### src/hw/rtl/crs_pkg.sv
package crs_pkg;

  localparam int unsigned TIME_BITS = 48;
  localparam int unsigned CFG_IDX_BITS = 3;
  localparam int unsigned CFG_DATA_BITS = 32;

  localparam logic [3:0] KIND_CONNECT      = 4'd0;
  localparam logic [3:0] KIND_DISCONNECT   = 4'd1;
  localparam logic [3:0] KIND_RETRY        = 4'd2;
  localparam logic [3:0] KIND_HINT         = 4'd3;
  localparam logic [3:0] KIND_SESSION_OPEN = 4'd4;
  localparam logic [3:0] KIND_PACKET       = 4'd5;
  localparam logic [3:0] KIND_FRAME        = 4'd6;
  localparam logic [3:0] KIND_ERROR        = 4'd7;
  localparam logic [3:0] KIND_TICK         = 4'd8;

  localparam logic [3:0] DIAG_NONE       = 4'd0;
  localparam logic [3:0] DIAG_NO_PACKETS = 4'd1;
  localparam logic [3:0] DIAG_GAVE_UP    = 4'd2;

  localparam logic [CFG_IDX_BITS-1:0] CFG_MAX_ATTEMPTS  = 3'd0;
  localparam logic [CFG_IDX_BITS-1:0] CFG_RETRY_DELAY   = 3'd1;
  localparam logic [CFG_IDX_BITS-1:0] CFG_SLOW_DELAY    = 3'd2;
  localparam logic [CFG_IDX_BITS-1:0] CFG_CONFIRM_TMO   = 3'd3;
  localparam logic [CFG_IDX_BITS-1:0] CFG_STALL_TMO     = 3'd4;

  typedef enum logic [1:0] {
    ACT_NONE  = 2'd0,
    ACT_OPEN  = 2'd1,
    ACT_CLOSE = 2'd2
  } action_e;

  typedef enum logic [2:0] {
    MODE_IDLE         = 3'd0,
    MODE_CONNECTING   = 3'd1,
    MODE_SESSION      = 3'd2,
    MODE_STREAMING    = 3'd3,
    MODE_RECONNECTING = 3'd4,
    MODE_STALLED      = 3'd5,
    MODE_FAILED       = 3'd6
  } mode_e;

  typedef struct packed {
    logic [3:0]           kind;
    logic [TIME_BITS-1:0] now;
    logic [3:0]           error_reason;
  } crs_in_t;

  typedef struct packed {
    logic [1:0] action;
    logic [2:0] mode;
    logic [7:0] attempt_count;
    logic [3:0] diagnosis;
  } crs_out_t;

endpackage

### src/hw/rtl/connection_retry_supervisor.sv
// connection retry supervisor
// in channel: in_valid_i / in_stall_o carry one event item (kind, timestamp,
// error reason); out channel: out_valid_o / out_stall_i carry one result item
// (action, mode, attempt count, diagnosis) for every event item
// an item moves when valid is high and stall is low at a rising clock edge
// path: an accepted item goes into the input register, then through one pass of
// adders and compares into the result register
// throughput: one item per cycle while out_stall_i stays low; the mode and counter
// update for an item completes in the same cycle that its result is registered
// receiver stall: the result register holds, the input register holds its
// item, and in_stall_o rises once both are full
// cfg port: cfg_we_i writes register cfg_idx_i (0 max_attempts, 1 retry_delay,
// 2 slow_retry_delay, 3 data_confirm_timeout, 4 stall_timeout);
// write only while no item is in flight
// reset (rst_ni low, asynchronous): mode idle, counters and deadlines cleared,
// registers back to 5 / 1000 / 30000 / 5000 / 5000, both channels empty
module connection_retry_supervisor (
  input  logic                               clk_i,
  input  logic                               rst_ni,
  input  logic                               in_valid_i,
  output logic                               in_stall_o,
  input  crs_pkg::crs_in_t                   in_item_i,
  output logic                               out_valid_o,
  input  logic                               out_stall_i,
  output crs_pkg::crs_out_t                  out_item_o,
  input  logic                               cfg_we_i,
  input  logic [crs_pkg::CFG_IDX_BITS-1:0]   cfg_idx_i,
  input  logic [crs_pkg::CFG_DATA_BITS-1:0]  cfg_wdata_i
);
  import crs_pkg::*;

  localparam int unsigned TB = TIME_BITS;
  localparam int unsigned SUM_W = ((TB > 32) ? TB : 32) + 1;
  localparam logic [TB:0] DL_MAX = (TB >= 64) ? {1'b0, {TB{1'b1}}} : {1'b1, {TB{1'b0}}};

  function automatic logic [TB:0] sat_add(input logic [TB-1:0] base, input logic [31:0] dly);
    logic [SUM_W-1:0] sum;
    sum = SUM_W'(base) + SUM_W'(dly);
    if (sum > SUM_W'(DL_MAX)) begin
      return DL_MAX;
    end
    return sum[TB:0];
  endfunction

  // configuration
  logic [7:0]  max_attempts_q;
  logic [31:0] retry_delay_q, slow_delay_q, confirm_tmo_q, stall_tmo_q;

  always_ff @(posedge clk_i or negedge rst_ni) begin
    if (!rst_ni) begin
      max_attempts_q <= 8'd5;
      retry_delay_q  <= 32'd1000;
      slow_delay_q   <= 32'd30000;
      confirm_tmo_q  <= 32'd5000;
      stall_tmo_q    <= 32'd5000;
    end else if (cfg_we_i) begin
      case (cfg_idx_i)
        CFG_MAX_ATTEMPTS: max_attempts_q <= cfg_wdata_i[7:0];
        CFG_RETRY_DELAY:  retry_delay_q  <= cfg_wdata_i;
        CFG_SLOW_DELAY:   slow_delay_q   <= cfg_wdata_i;
        CFG_CONFIRM_TMO:  confirm_tmo_q  <= cfg_wdata_i;
        CFG_STALL_TMO:    stall_tmo_q    <= cfg_wdata_i;
        default: ;
      endcase
    end
  end

  // input register and handshake
  logic     s1_valid_q;
  crs_in_t  s1_q;
  logic     out_valid_q;
  crs_out_t out_q;
  logic     adv;

  assign adv        = s1_valid_q && (!out_valid_q || !out_stall_i);
  assign in_stall_o = s1_valid_q && !adv;

  always_ff @(posedge clk_i or negedge rst_ni) begin
    if (!rst_ni) begin
      s1_valid_q <= 1'b0;
    end else if (!in_stall_o) begin
      s1_valid_q <= in_valid_i;
    end
  end

  always_ff @(posedge clk_i) begin
    if (in_valid_i && !in_stall_o) begin
      s1_q <= in_item_i;
    end
  end

  // supervisor state
  mode_e          mode_q, mode_d;
  logic [7:0]     attempts_q, attempts_d;
  logic [3:0]     diag_q, diag_d;
  logic [TB:0]    confirm_q, confirm_d;
  logic           confirm_v_q, confirm_v_d;
  logic [TB-1:0]  lp_q, lp_d;
  logic           lp_v_q, lp_v_d;
  logic [TB:0]    retry_q, retry_d;
  logic           retry_v_q, retry_v_d;
  action_e        action_d;

  logic [TB:0]    now_ext;
  logic [TB:0]    stall_dl;
  logic           mode_wait, mode_active;
  logic           start, hint_fire, err_hit, confirm_to, stall_to, retry_fire, fail;
  logic [7:0]     att_inc;
  logic           gave_up;
  logic [3:0]     fail_reason;
  mode_e          wait_mode;

  assign now_ext     = {1'b0, s1_q.now};
  assign stall_dl    = sat_add(lp_q, stall_tmo_q);
  assign mode_wait   = (mode_q == MODE_RECONNECTING) || (mode_q == MODE_STALLED) ||
                       (mode_q == MODE_FAILED);
  assign mode_active = (mode_q == MODE_CONNECTING) || (mode_q == MODE_SESSION) ||
                       (mode_q == MODE_STREAMING);

  assign start      = (s1_q.kind == KIND_CONNECT) ||
                      ((s1_q.kind == KIND_RETRY) && (mode_q == MODE_FAILED));
  assign hint_fire  = (s1_q.kind == KIND_HINT) && (mode_q == MODE_FAILED);
  assign err_hit    = (s1_q.kind == KIND_ERROR) && mode_active;
  assign confirm_to = (s1_q.kind == KIND_TICK) && (mode_q == MODE_SESSION) &&
                      confirm_v_q && (now_ext >= confirm_q);
  assign stall_to   = (s1_q.kind == KIND_TICK) && (mode_q == MODE_STREAMING) &&
                      lp_v_q && (now_ext >= stall_dl);
  assign retry_fire = (s1_q.kind == KIND_TICK) && mode_wait && retry_v_q &&
                      (now_ext >= retry_q);
  assign fail       = err_hit || confirm_to || stall_to;

  assign att_inc     = (attempts_q == 8'hFF) ? 8'hFF : attempts_q + 8'd1;
  assign gave_up     = att_inc > max_attempts_q;
  assign fail_reason = err_hit ? s1_q.error_reason : DIAG_NO_PACKETS;
  assign wait_mode   = (mode_q == MODE_STREAMING) ? MODE_STALLED : MODE_RECONNECTING;

  // next mode
  always_comb begin
    mode_d = mode_q;
    case (s1_q.kind)
      KIND_CONNECT:    mode_d = MODE_CONNECTING;
      KIND_DISCONNECT: mode_d = MODE_IDLE;
      KIND_RETRY, KIND_HINT: begin
        if (mode_q == MODE_FAILED) begin
          mode_d = MODE_CONNECTING;
        end
      end
      KIND_SESSION_OPEN: begin
        if (mode_q == MODE_CONNECTING) begin
          mode_d = MODE_SESSION;
        end
      end
      KIND_PACKET: begin
        if (mode_q == MODE_SESSION) begin
          mode_d = MODE_STREAMING;
        end
      end
      KIND_ERROR, KIND_TICK: begin
        if (fail) begin
          mode_d = gave_up ? MODE_FAILED : wait_mode;
        end else if (retry_fire) begin
          mode_d = MODE_CONNECTING;
        end
      end
      default: ;
    endcase
  end

  // action, counters and deadlines
  always_comb begin
    action_d    = ACT_NONE;
    attempts_d  = attempts_q;
    diag_d      = diag_q;
    confirm_d   = confirm_q;
    confirm_v_d = confirm_v_q;
    lp_d        = lp_q;
    lp_v_d      = lp_v_q;
    retry_d     = retry_q;
    retry_v_d   = retry_v_q;
    if (start || (s1_q.kind == KIND_DISCONNECT)) begin
      action_d    = start ? ACT_OPEN : ACT_CLOSE;
      attempts_d  = 8'd0;
      diag_d      = DIAG_NONE;
      confirm_v_d = 1'b0;
      lp_v_d      = 1'b0;
      retry_v_d   = 1'b0;
    end else if (hint_fire || retry_fire) begin
      action_d  = ACT_OPEN;
      retry_v_d = 1'b0;
    end else if (fail) begin
      action_d    = ACT_CLOSE;
      attempts_d  = att_inc;
      diag_d      = gave_up ? DIAG_GAVE_UP : fail_reason;
      confirm_v_d = 1'b0;
      lp_v_d      = 1'b0;
      retry_d     = sat_add(s1_q.now, gave_up ? slow_delay_q : retry_delay_q);
      retry_v_d   = 1'b1;
    end else begin
      case (s1_q.kind)
        KIND_SESSION_OPEN: begin
          if (mode_q == MODE_CONNECTING) begin
            confirm_d   = sat_add(s1_q.now, confirm_tmo_q);
            confirm_v_d = 1'b1;
          end
        end
        KIND_PACKET: begin
          if (mode_q == MODE_SESSION) begin
            confirm_v_d = 1'b0;
          end
          if ((mode_q == MODE_SESSION) || (mode_q == MODE_STREAMING)) begin
            lp_d   = s1_q.now;
            lp_v_d = 1'b1;
          end
        end
        KIND_FRAME: begin
          if (mode_q == MODE_STREAMING) begin
            attempts_d = 8'd0;
            diag_d     = DIAG_NONE;
          end
        end
        default: ;
      endcase
    end
  end

  always_ff @(posedge clk_i or negedge rst_ni) begin
    if (!rst_ni) begin
      mode_q      <= MODE_IDLE;
      attempts_q  <= 8'd0;
      diag_q      <= DIAG_NONE;
      confirm_v_q <= 1'b0;
      lp_v_q      <= 1'b0;
      retry_v_q   <= 1'b0;
    end else if (adv) begin
      mode_q      <= mode_d;
      attempts_q  <= attempts_d;
      diag_q      <= diag_d;
      confirm_v_q <= confirm_v_d;
      lp_v_q      <= lp_v_d;
      retry_v_q   <= retry_v_d;
    end
  end

  always_ff @(posedge clk_i) begin
    if (adv) begin
      confirm_q <= confirm_d;
      lp_q      <= lp_d;
      retry_q   <= retry_d;
    end
  end

  // result register
  always_ff @(posedge clk_i or negedge rst_ni) begin
    if (!rst_ni) begin
      out_valid_q <= 1'b0;
    end else if (!out_valid_q || !out_stall_i) begin
      out_valid_q <= s1_valid_q;
    end
  end

  always_ff @(posedge clk_i) begin
    if (adv) begin
      out_q.action        <= action_d;
      out_q.mode          <= mode_d;
      out_q.attempt_count <= attempts_d;
      out_q.diagnosis     <= diag_d;
    end
  end

  assign out_valid_o = out_valid_q;
  assign out_item_o  = out_q;

  a_retry_only_waiting: assert property (@(posedge clk_i) disable iff (!rst_ni)
    retry_v_q |-> (mode_q == MODE_RECONNECTING || mode_q == MODE_STALLED ||
                   mode_q == MODE_FAILED))
    else $error("retry deadline armed outside a waiting mode");

  a_confirm_only_session: assert property (@(posedge clk_i) disable iff (!rst_ni)
    confirm_v_q |-> (mode_q == MODE_SESSION))
    else $error("confirm deadline armed outside session mode");

  a_packet_only_streaming: assert property (@(posedge clk_i) disable iff (!rst_ni)
    lp_v_q |-> (mode_q == MODE_STREAMING))
    else $error("packet time valid outside streaming mode");

  a_fail_closes: assert property (@(posedge clk_i) disable iff (!rst_ni)
    (adv && mode_d == MODE_FAILED && mode_q != MODE_FAILED) |-> (action_d == ACT_CLOSE))
    else $error("entered failed mode without closing the source");

  a_result_follows: assert property (@(posedge clk_i) disable iff (!rst_ni)
    adv |=> out_valid_q && (out_q.mode == $past(mode_d)))
    else $error("result register missed an item");

endmodule
### config.mk
export PLATFORM = sky130hd
export DESIGN_NAME = connection_retry_supervisor
export DESIGN_NICKNAME = d
export VERILOG_FILES = /design/src/hw/rtl/crs_pkg.sv /design/src/hw/rtl/connection_retry_supervisor.sv
export SDC_FILE = /design/constraint.sdc
export NUM_CORES = 1
export LEC_CHECK = 0
export ABC_AREA = 1
export BUFFER_PORTS_ARGS = -buffer_cell sky130_fd_sc_hd__buf_2
export CORE_AREA = 3 3 270 272
export CTS_BUF_LIST = sky130_fd_sc_hd__clkbuf_16
export DETAILED_ROUTE_END_ITERATION = 16
export DIE_AREA = 0 0 273 275
export PLACE_DENSITY = 0.65
export SKIP_CTS_REPAIR_TIMING = 1
export SYNTH_ARGS = -nofsm -noshare
export SYNTH_HDL_FRONTEND = slang
export SYNTH_SLANG_ARGS = --single-unit
### constraint.sdc
create_clock -name clk_i -period 11.4 [get_ports clk_i]
set_input_delay 0 -clock clk_i [delete_from_list [all_inputs] [get_ports clk_i]]
set_output_delay 0 -clock clk_i [all_outputs]
set_load 0.03 [all_outputs]
# Word level (Yosys, flattened, before mapping)
# Cells that the tools add are included.
[classes] eq_ne=22 addsub=4 reduce_logical=49 n_lt_le_gt_ge=7 bitwise=3 n_mux=57
[op_table] op="$mux W49" n=6
[op_table] op="$add A48 B32 Y49" n=3
[op_table] op="$ge A48 B49 Y1" n=3
[op_table] op="$gt A49 B49 Y1 const B" n=3
[op_table] op="$mux W8" n=6
[op_table] op="$mux W32" n=1
[op_table] op="$mux W4" n=7
[op_table] op="$mux W1" n=25
[op_table] op="$pmux W3 S6" n=1
[op_table] op="$eq A4 B3 Y1 const B" n=4
[op_table] op="$logic_and A1 B1 Y1" n=15
[op_table] op="$mux W3" n=5
[op_table] op="$eq A3 B2 Y1 const B" n=4
[op_table] op="$eq A3 B3 Y1 const B" n=4
[op_table] op="$reduce_and A2 Y1" n=6
[op_table] op="$reduce_and A6 Y1" n=2
[op_table] op="$logic_or A1 B1 Y1" n=11
[op_table] op="$mux W2" n=5
[op_table] op="$reduce_bool A3 Y1" n=3
[op_table] op="$add A8 B1 Y8 const B" n=1
[op_table] op="$eq A4 B2 Y1 const B" n=2
[op_table] op="$eq A8 B8 Y1 const B" n=1
[op_table] op="$gt A8 B8 Y1" n=1
[op_table] op="$ne A4 B4 Y1 const B" n=2
[op_table] op="other kinds (13)" n=21
[totals] ff_bits=375 elab_cells=165

# Depth between registers and ports, before layout
# Gate-level depths: netlist (run 1).
[depth] ltp_word=11 depth_mapped=43 ltp_nobuf=42

# Worst setup path after synthesis (run 1)
# No wires, ideal clock.
[synth_path] kind="reg2reg" start="register stall_tmo_q[0]" end="register lp_q[0] (enable)" t_required_ns=10.827 path_stages_with_launch=37 slack_ns=2.321 path_buffers=2 t_arrival_ns=8.506 path_cell_list="dfrtp_1 ha_1 inv_1 fa_1 inv_1 nand3_1 nand2_1 nand2_1 nand2_2 nand2_1 nand2_2 nand2_1 nand2_2 nand3_1 xor2_1 nor2_1 nand2_1 nor2_1 nand2_1 o21ai_2 buf_2 nand2_1 ha_1 a21oi_1 nor2_1 a211oi_1 nand2_1 nor2_1 nand2_1 nand4_1 nand2_1 nand2_2 nand2_4 clkinv_2 nand2_2 buf_6 nor4_1"
[synth_via] elab_chain_cells=9
[synth_lines] element="from (decl)" line="connection_retry_supervisor.sv:47" source="logic [31:0] retry_delay_q, slow_delay_q, confirm_tmo_q, stall_tmo_q;"
[synth_lines] element="from (signal assigned)" line="connection_retry_supervisor.sv:62" source="CFG_STALL_TMO: stall_tmo_q <= cfg_wdata_i;"
[synth_lines] element="$add A48 B32 Y49 *" line="connection_retry_supervisor.sv:38" source="sum = SUM_W'(base) + SUM_W'(dly);"
[synth_lines] element="$gt A49 B49 Y1" line="connection_retry_supervisor.sv:39" source="if (sum > SUM_W'(DL_MAX)) begin"
[synth_lines] element="$mux W1" line="connection_retry_supervisor.sv:39"
[synth_lines] element="$mux W49 *" line="connection_retry_supervisor.sv:42" source="return sum[TB:0];"
[synth_lines] element="$ge A48 B49 Y1 *" line="connection_retry_supervisor.sv:127" source="lp_v_q && (now_ext >= stall_dl);"
[synth_lines] element="$logic_and A1 B1 Y1 *" line="connection_retry_supervisor.sv:127"
[synth_lines] element="$logic_or A1 B1 Y1 *" line="connection_retry_supervisor.sv:130" source="assign fail = err_hit || confirm_to || stall_to;"
[synth_lines] element="$not A1 Y1 (no source line) *"
[synth_lines] element="$reduce_and A6 Y1 (no source line) *"
[synth_lines] element="to (signal assigned)" line="connection_retry_supervisor.sv:247" source="lp_q <= lp_d;"
[synth_lines] element="to (decl)" line="connection_retry_supervisor.sv:98" source="logic [TB-1:0] lp_q, lp_d;"
# Every way passes the cells marked *; elsewhere a longest branch is shown, timed or not.
# A chain may end at the register's enable or synchronous reset.

# Worst setup path in the final report (run 1)
[layout_path] start="register stall_tmo_q[2]" end="register confirm_q[32] (enable)"
[layout_via] elab_chain_cells=9
[layout_lines] element="$add A48 B32 Y49 *" line="connection_retry_supervisor.sv:38"
[layout_lines] element="$gt A49 B49 Y1" line="connection_retry_supervisor.sv:39"
[layout_lines] element="$mux W1" line="connection_retry_supervisor.sv:39"
[layout_lines] element="$mux W49 *" line="connection_retry_supervisor.sv:42"
[layout_lines] element="$ge A48 B49 Y1 *" line="connection_retry_supervisor.sv:127"
[layout_lines] element="$logic_and A1 B1 Y1 *" line="connection_retry_supervisor.sv:127"
[layout_lines] element="$logic_or A1 B1 Y1 *" line="connection_retry_supervisor.sv:130"
[layout_lines] element="$not A1 Y1 (no source line) *"
[layout_lines] element="$reduce_and A6 Y1 (no source line) *"
[layout_lines] element="to (signal assigned)" line="connection_retry_supervisor.sv:246" source="confirm_q <= confirm_d;"
[layout_lines] element="to (decl)" line="connection_retry_supervisor.sv:96" source="logic [TB:0] confirm_q, confirm_d;"
# Marked as above.

==> flow_results.org, run 1 <==
** Power
- IR analysis of the VDD net gives a maximum drop of approximately 0.12 mV.
- Combinational logic burns between 30 and 40% of the power.
- The design draws 5570 uW.
- Part of the power in the clock network :: between 20% and 30%
- Registers are responsible for ~33% of the overall power.
- Summed over all nets, the switching power comes to ~2300 uW.
- For this design the ratio of total power to cell area is ~170 nW/um^2.
- In this run switching power makes up around 42% of total power.
- In this run the static leakage power is around 0.017 uW.
- Internal power :: 3260 uW

** Worst setup path
- The worst setup path is captured at a register.
- Critical path launch point type :: register
- Type of the worst setup path :: register to register
- CP max stage cell :: sky130_fd_sc_hd__buf_4
- Most used cell, CP :: sky130_fd_sc_hd__nand2_1
- Along the worst path, the maximum fanout reaches roughly 50.
- The largest single stage delay on the critical path is 620 ps.
- At the worst endpoint, the required time is about 12000 ps.
- At the worst endpoint, the arrival time is around 7000 ps.

** Run
- Across the run, the number of max-cap violations was 0.

** Global routing
- Overall routing resource usage :: between 20% and 30%
- Number of antenna violations at the first check in global routing :: 0
- The first global-routing pass estimated roughly 150000 um of wire.
- For this run the aggregate overflow at the end of global routing stands at 0.
- Pin count of the biggest net entering global routing :: 93
- The via count of the first global-routing pass was between 20000 and 30000.

** Synth
- The synthesized design devotes to its leading area cell type around a quarter of total area.
- FF+latch count, synth :: between 300 and 400
- Fraction of registers with async set or reset after synthesis :: 41.6%
- Synth warnings :: 0
- Post-synthesis instance area :: 28200 sq um
- Post-synth EDFFs :: ~220
- In this run, distinct cell masters in the synthesized netlist total 55.
- Commonest register cell after synthesis :: sky130_fd_sc_hd__edfxtp_1
- Mean post-synth cell area :: a little over 7 sq um
- Synth area leader :: sky130_fd_sc_hd__edfxtp_1
- Share of synthesized area occupied by flip-flops and latches :: between 30% and 40%
- Synthesis produced between 4000 and 5000 cells.
- By area the synthesized netlist is led by sky130_fd_sc_hd__edfxtp_1 (23%), sky130_fd_sc_hd__nand2_1 (18%), sky130_fd_sc_hd__dfrtp_1 (12%).
- Synthesized Nets :: approximately 4400

** Route
- Once detail routing completed, the nets flagged for antenna violations numbered 0.
- Wire length after detailed routing :: roughly 110000 um
- The first detailed-routing pass took 5 iterations.
- After detailed routing, the average wire length per cell comes to 20.3 um.
- Dividing the detail-routed via count by the number of cells gives 5.34.
- For this run, design rule violations remaining after detail routing come to 0.
- Number of vias in the routed layout :: roughly 28000
- Number of DRC markers in iteration 0 :: 2819

** Cells and area
- 0 antenna diodes ended up in the layout.
- NumNets Final :: 4569
- Cells with a size suffix above 1 make up between 6 and 7% of the layout.
- The area growth from synthesis to layout is 14.7%.
- Number of filler instances in the final layout :: ~7200
- After routing the design area is 32400 sq um.

** CTS
- TritonCTS buffer count :: between 40 and 50
- The clock passes through at most 3 buffers.
- For the worst-skew pair, the clock arrives at the later sink with an insertion delay of slightly above 600 ps.
- Htree depth :: 2
- The clock drives roughly 380 sinks.
- TritonCTS built the clock tree.
- The tree is rooted in a sky130_fd_sc_hd__clkbuf_16.
- Worst-path clk slew :: around 70 ps

** STA
- Across all hold checks on the routed design, the worst slack comes to between 10 and 15 ps.
- RSZ-0062 raised after global routing :: no
- The worst path needs just under 7000 ps of the cycle, external delays included.
- Based on the critical path, the design can be clocked at up to ~150 MHz.
- Count of endpoints failing setup in the final report :: 0
- Share of the cycle needed by the critical path after routing :: 59.5%
- Slew of the pin with the lowest slew margin :: 997 ps
- Clock skew :: around 55 ps
- Max Transition Viols Final :: 0
- Final number of hold-violating endpoints :: 0
- In this run the tightest slew margin relative to its limit is 33.4%.
- Total Negative Setup Slacks :: 0 ps

** Placement
- DP Area :: approximately 30000 sq um
- Input/output buffers :: 114
- RD Place Congestion :: around 1.0
- Sum of net half-perimeters after detailed placement :: a little over 80000 um

** Die
- The die covers between 70000 and 80000 sq um.
- Total core area :: 71000 sq um
- The initial utilization of the core area, before any placement, comes to between 30 and 40%.
- Number of top-level pins :: approximately 120
- Vertical die dimension :: ~280 um
- In this run the horizontal extent of the chip is 273 um.
- Row generation in the floorplan step produced just under 100 rows.

** Run status
- The flow ran to the end, and the final reports show no timing, DRC or antenna violations.

** Min path
- In this run the worst hold path is classified as input pin to register.
## worst max-delay path: cells and delay by family (launching register included)
kind / cells / cell delay, ps
xor+xnor: 1 / 270
compound gates: 2 / 370
fa+ha+maj: 2 / 710
buf+inv: 4 / 1210
flops: 1 / 390
simple gates: 26 / 3300
## final cells by class
cell class	count	area (sq um)	area share (%)
Clock buffer	45	1130	3.48
Timing Repair Buffer	223	1620	5.02
Clock inverter	35	419	1.30
Sequential cell	375	10500	32.5
Inverter	661	2480	7.67
Tap cell	950	1190	3.67
Multi-Input combinational cell	2917	15000	46.4
## layout by cell type (no fill, tap or decap), types with 5 or more instances in the layout
cell,n
sky130_fd_sc_hd__a21oi_1,192
sky130_fd_sc_hd__buf_2,113
sky130_fd_sc_hd__buf_4,18
sky130_fd_sc_hd__bufinv_16,7
sky130_fd_sc_hd__clkbuf_16,45
sky130_fd_sc_hd__clkinv_1,5
sky130_fd_sc_hd__clkinv_2,11
sky130_fd_sc_hd__dfrtp_1,131
sky130_fd_sc_hd__dfstp_2,25
sky130_fd_sc_hd__dlygate4sd3_1,91
sky130_fd_sc_hd__edfxtp_1,219
sky130_fd_sc_hd__ha_1,249
sky130_fd_sc_hd__inv_1,659
sky130_fd_sc_hd__nand2_1,1355
sky130_fd_sc_hd__nand2_2,13
sky130_fd_sc_hd__nand3_1,191
sky130_fd_sc_hd__nand3b_1,6
sky130_fd_sc_hd__nand4_1,99
sky130_fd_sc_hd__nor2_1,365
sky130_fd_sc_hd__nor2_2,5
sky130_fd_sc_hd__nor3_1,30
sky130_fd_sc_hd__nor3_2,6
sky130_fd_sc_hd__nor4_1,13
sky130_fd_sc_hd__o211ai_1,8
sky130_fd_sc_hd__o21a_1,5
sky130_fd_sc_hd__o21ai_0,259
sky130_fd_sc_hd__o21ai_1,6
sky130_fd_sc_hd__o21bai_1,11
sky130_fd_sc_hd__xnor2_1,21
sky130_fd_sc_hd__xor2_1,36
## stage by stage
step / std cells / utilization (%) / setup slack (ps)
global placement: 5035 / 42.1 / 4820
floorplan: 4002 / - / 2320
detailed placement: 5035 / 42.1 / 4830
global route: 5206 / 45.6 / 3860
CTS: 5115 / 44.3 / 4720
finish: 5206 / 45.6 / 4620
## cells in the mapped netlist, types with 5 or more instances
cell	n
sky130_fd_sc_hd__inv_1	655
sky130_fd_sc_hd__clkbuf_1	32
sky130_fd_sc_hd__edfxtp_1	219
sky130_fd_sc_hd__o21bai_1	11
sky130_fd_sc_hd__nand4_1	99
sky130_fd_sc_hd__nor3_1	31
sky130_fd_sc_hd__xor2_1	36
sky130_fd_sc_hd__ha_1	249
sky130_fd_sc_hd__nor4_1	14
sky130_fd_sc_hd__o211ai_1	8
sky130_fd_sc_hd__nand2_1	1355
sky130_fd_sc_hd__buf_6	6
sky130_fd_sc_hd__dfrtp_1	131
sky130_fd_sc_hd__dfstp_2	25
sky130_fd_sc_hd__nand3b_1	6
sky130_fd_sc_hd__xnor2_1	21
sky130_fd_sc_hd__o21a_1	5
sky130_fd_sc_hd__nor3_2	5
sky130_fd_sc_hd__buf_2	7
sky130_fd_sc_hd__o21ai_1	6
sky130_fd_sc_hd__o21ai_0	259
sky130_fd_sc_hd__nand2_2	13
sky130_fd_sc_hd__a21oi_1	192
sky130_fd_sc_hd__nand3_1	193
sky130_fd_sc_hd__nor2_1	367
## path summary, 6_finish.rpt
check / cells after the start / from / slack, ps / endpoint
worst max-delay path: 35 / stall_tmo_q[2]$_DFFE_PN0P_ / 4620 / confirm_q[32]$_SDFFCE_PN0P_
worst min-delay path: 5 / cfg_idx_i[2] / 10 / stall_tmo_q[9]$_DFFE_PN1P_
worst max register to register: 35 / stall_tmo_q[2]$_DFFE_PN0P_ / 4620 / confirm_q[32]$_SDFFCE_PN0P_
worst min register to register: 2 / diag_q[1]$_DFFE_PN0P_ / 490 / diag_q[1]$_DFFE_PN0P_
max in group asynchronous: 3 / rst_ni / 9860 / retry_delay_q[29]$_DFFE_PN0P_
min in group asynchronous: 2 / rst_ni / 30 / attempts_q[3]$_DFFE_PN0P_
## routing by layer
layer,global-route usage [%],vias to the layer above,routed length [um]
li1,-,13356,-
met3,4.47,294,8010
met2,45.0,1179,48400
met4,12.3,0,5630
met5,0,-,0
met1,34.7,12955,43500
## sequential cells by signal, indices dropped and copies added (netlist names)
name            cells
confirm_q          49
retry_q            49
lp_q               48
now_ext            48
confirm_tmo_q      32
retry_delay_q      32
slow_delay_q       32
stall_tmo_q        32
out_item_o         17
attempts_q          8
max_attempts_q      8
s1_q                8
diag_q              4
mode_q              3
confirm_v_q         1
lp_v_q              1
out_valid_o         1
retry_v_q           1
s1_valid_q          1
## logic make-up (layout without fill, tap and decap cells)
kind of cell               Yosys count  after routing  synth area share (%)
AOI/OAI and AO/OA                  506            506                  9.47
adders and majority gates          252            252                  11.3
xor gates and xnor gates            58             58                  1.83
DFF                                375            375                  37.2
and+or+nand+nor                   2101           2101                  30.5
buffers and inverters              710            964                  9.69
## power groups by stage
stage / clock network [uW] / logic [uW] / registers, uW
final: 1530 / 2220 / 1830
after global routing: 1600 / 2490 / 1830
after CTS: 1550 / 2160 / 1820
after detailed placement: 0 / 2150 / 1840
after global placement: 0 / 2140 / 1840
after floorplan: 0 / 1520 / 1770
Power figures use the tool's default switching activity.
==> run 2, diff against run 1 <==
clock period = 6.5 ns   (was 11.4 ns; I/O delays follow)
==> run 2 against run 1 <==
  * Global-route usage up 0.45 points
  * Count of clock-buffer cells in the layout is 1 lower
  * Clock power grew 59%
  * Maximum frequency grew 14%
  * Wire length is 1.1% higher
  * Die area did not move
  * Combinational power grew 77%
  * Largest power group unchanged
  * Highest routed layer unchanged
==> flow_results.org, run 2 (synthesized netlist as in run 1, its figures left out) <==
** Run status
- Status :: completed

** Global routing
- Number of antenna violations at the first check in global routing :: 7
- Entering global routing, the biggest net connects between 90 and 100 pins.
- Overall routing resource usage :: between 20 and 30%
- Total gr overflow :: 0
- The first global-routing pass estimated between 150000 and 200000 um of wire.
- Vias in the first global route :: 25738

** Power
- The analysis attributes to cell leakage a power of around 0.017 uW.
- Internal power comes to approximately 5500 uW.
- Per report_power, the clock group accounts for roughly a quarter of the total.
- Power per cell area :: between 200 and 300 nW/um^2
- In this run, flip-flops and latches consume roughly a third of the power.
- Switching share of total power :: approximately 42%
- Across the VDD grid, the largest voltage drop is about 0.18 mV.
- Net switching power :: a little over 4000 uW
- Comb power frac :: 41.3%
- Summing internal, switching and leakage power gives approximately 9600 uW.

** Die
- For this configuration, the core starts out at a cell density of 39.8%.
- FP Rows :: 98
- Total core area :: between 70000 and 80000 sq um
- During I/O placement, the number of pins put on the boundary was around 120.
- The die is approximately 280 um tall.
- Total Die Area :: 75100 sq um
- Die width :: about 270 um

** CTS
- CTS saw about 380 sinks.
- TritonCTS built the clock tree.
- Maximum clock insertion buffer count :: 3
- Latest clock arrival within the worst-skew pair :: approximately 620 ps
- Worst-path clk slew :: about 70 ps
- Htree depth :: 2
- Counting the buffers created by CTS gives 43.
- Root Buffer :: sky130_fd_sc_hd__clkbuf_16

** Cells and area
- After routing the design area is between 30000 and 40000 sq um.
- The top cell types in the final layout, fill and taps aside, are sky130_fd_sc_hd__nand2_1 (1354), sky130_fd_sc_hd__inv_1 (663), sky130_fd_sc_hd__nor2_1 (365).
- From synthesis to final layout, the design area changed by 14.9%.
- At the end of the flow, the number of nets in the layout was roughly 4600.
- Commonest non-fill, non-tap cell in the layout :: sky130_fd_sc_hd__nand2_1
- Fraction of layout cells with a size suffix above 1 :: ~6.8%
- For this run, the number of standard cells in the final layout without fillers is about 5200.
- Largest registers :: confirm_q (49), retry_q (49)

** Route
- The final layout contains routed wiring with a total length of 107000 um.
- Routed len/inst :: slightly above 20 um
- Using the TritonRoute via totals, the vias-per-cell ratio works out to ~5.3.
- Routed Antenna Nets :: 0
- DRC violations left :: 0
- The routed layout has 27419 vias.
- After the first detailed-routing iteration, the DRC count stood at around 2500.
- Number of detailed-routing iterations run before antenna repair :: 6

** Worst setup path
- Data arrives at the worst endpoint at a little over 6000 ps.
- CP max stage cell :: sky130_fd_sc_hd__fa_1
- Critical path launch point type :: register
- Of all nets on the critical path, the largest fanout is 40.
- By startpoint and endpoint, the worst setup path is classified as register to register.
- Counting stages on the worst path, the most repeated cell is sky130_fd_sc_hd__nand2_1.
- The worst setup path is captured at a register.
- For the worst setup path, the data required time is roughly 6800 ps.
- For this run, the slowest stage of the critical path takes roughly 400 ps.

** Placement
- DP Area :: between 30000 and 40000 sq um
- Detailed placement ended at an HPWL of 83900 um.
- Input/output buffers :: 114
- RD Place Congestion :: around 1.0
- Once placement completed, the tool counted placed cells totaling between 5000 and 6000.

** STA
- Setup violations remaining at the end of the flow were counted as 0.
- Subtracting the final worst setup slack from the clock period gives just under 6000 ps.
- At the pin with the least slew margin, the transition time is ~1100 ps.
- After routing, the total negative slack on setup checks comes to 0 ps.
- Hold is met by 67.4 ps.
- Clock skew :: roughly 55 ps
- Final number of hold-violating endpoints :: 0
- RSZ-0062 raised after global routing :: no
- Slew headroom :: 28.3%
- The count of pins over their slew limit is 0.
- Share of the cycle needed by the critical path after routing :: 91.5%
- Static timing analysis puts the maximum clock frequency at 168 MHz.

** Run
- Maximum capacitance violations :: 0

** Min path
- Path category of the worst min-delay check :: input pin to async pin
## run 2: cell count changes in the layout (fill, tap and decap cells not counted), moves of 3 or more
| cell | before | now |
|---|---|---|
| sky130_fd_sc_hd__bufinv_16 | 7 | 2 |
| sky130_fd_sc_hd__buf_12 | 0 | 5 |
| sky130_fd_sc_hd__buf_4 | 18 | 25 |
| sky130_fd_sc_hd__inv_1 | 659 | 663 |
| sky130_fd_sc_hd__clkinv_2 | 11 | 8 |
## run 2: metal layers
layer / vias up / global-route usage [%] / part of all wire, % / wire length, um
met2: 1023 / 47.7 / 48 / 50800
met4: 0 / 10.2 / 4.3 / 4590
met5: - / 0 / 0 / 0
met3: 238 / 3.47 / 7.2 / 7640
li1: 13373 / - / - / -
met1: 12785 / 35.3 / 41 / 43700
## run 2: area by class of cell
class	instances	area [sq um]
fillers	7213	38600
multi-input cells	2917	15000
flip-flops and latches	375	10500
inverters	661	2480
repair buffers	237	1810
well taps	950	1190
clock buffers	44	1100
clock inverters	36	295
diodes	2	5.00
## run 2: critical path: cells and delay by family, from the launching register on
| kind | cells | cell delay [ps] |
|---|---|---|
| AOI/OAI and AO/OA | 4 | 660 |
| xor gates and xnor gates | 1 | 170 |
| adders and majority gates | 3 | 950 |
| buffers and inverters | 8 | 1170 |
| DFF | 1 | 350 |
| and+or+nand+nor | 19 | 2240 |
## run 2: power groups by stage
stage | Combinational (uW) | Clock (uW) | Sequential (uW)
final | 3940 | 2430 | 3180
after global routing | 4440 | 2560 | 3200
after CTS | 3850 | 2480 | 3170
after detailed placement | 3830 | 0 | 3210
after global placement | 3810 | 0 | 3220
after floorplan | 2670 | 0 | 3110
## run 2: through the flow
step / utilization [%] / setup WS, ps
2_1_floorplan: - / 122
3_3_place_gp: 42.4 / 415
3_5_place_dp: 42.4 / 392
4_1_cts: 44.3 / 296
5_1_grt: 45.7 / 101
6_report: 45.7 / 554
## run 2: path summary, 6_finish.rpt
| kind | from | to | slack, ps | cells past startpoint |
|---|---|---|---|---|
| worst max-delay path | stall_tmo_q[0]$_DFFE_PN0P_ | confirm_q[0]$_SDFFCE_PN0P_ | 550 | 35 |
| worst max register to register | stall_tmo_q[0]$_DFFE_PN0P_ | confirm_q[0]$_SDFFCE_PN0P_ | 550 | 35 |
| worst min register to register | max_attempts_q[5]$_DFFE_PN0P_ | max_attempts_q[5]$_DFFE_PN0P_ | 490 | 2 |
| worst min-delay path | rst_ni | attempts_q[7]$_DFFE_PN0P_ | 70 | 2 |
| max in group asynchronous | rst_ni | confirm_tmo_q[30]$_DFFE_PN0P_ | 4980 | 3 |
| min in group clk_i | cfg_idx_i[2] | stall_tmo_q[7]$_DFFE_PN1P_ | 70 | 5 |
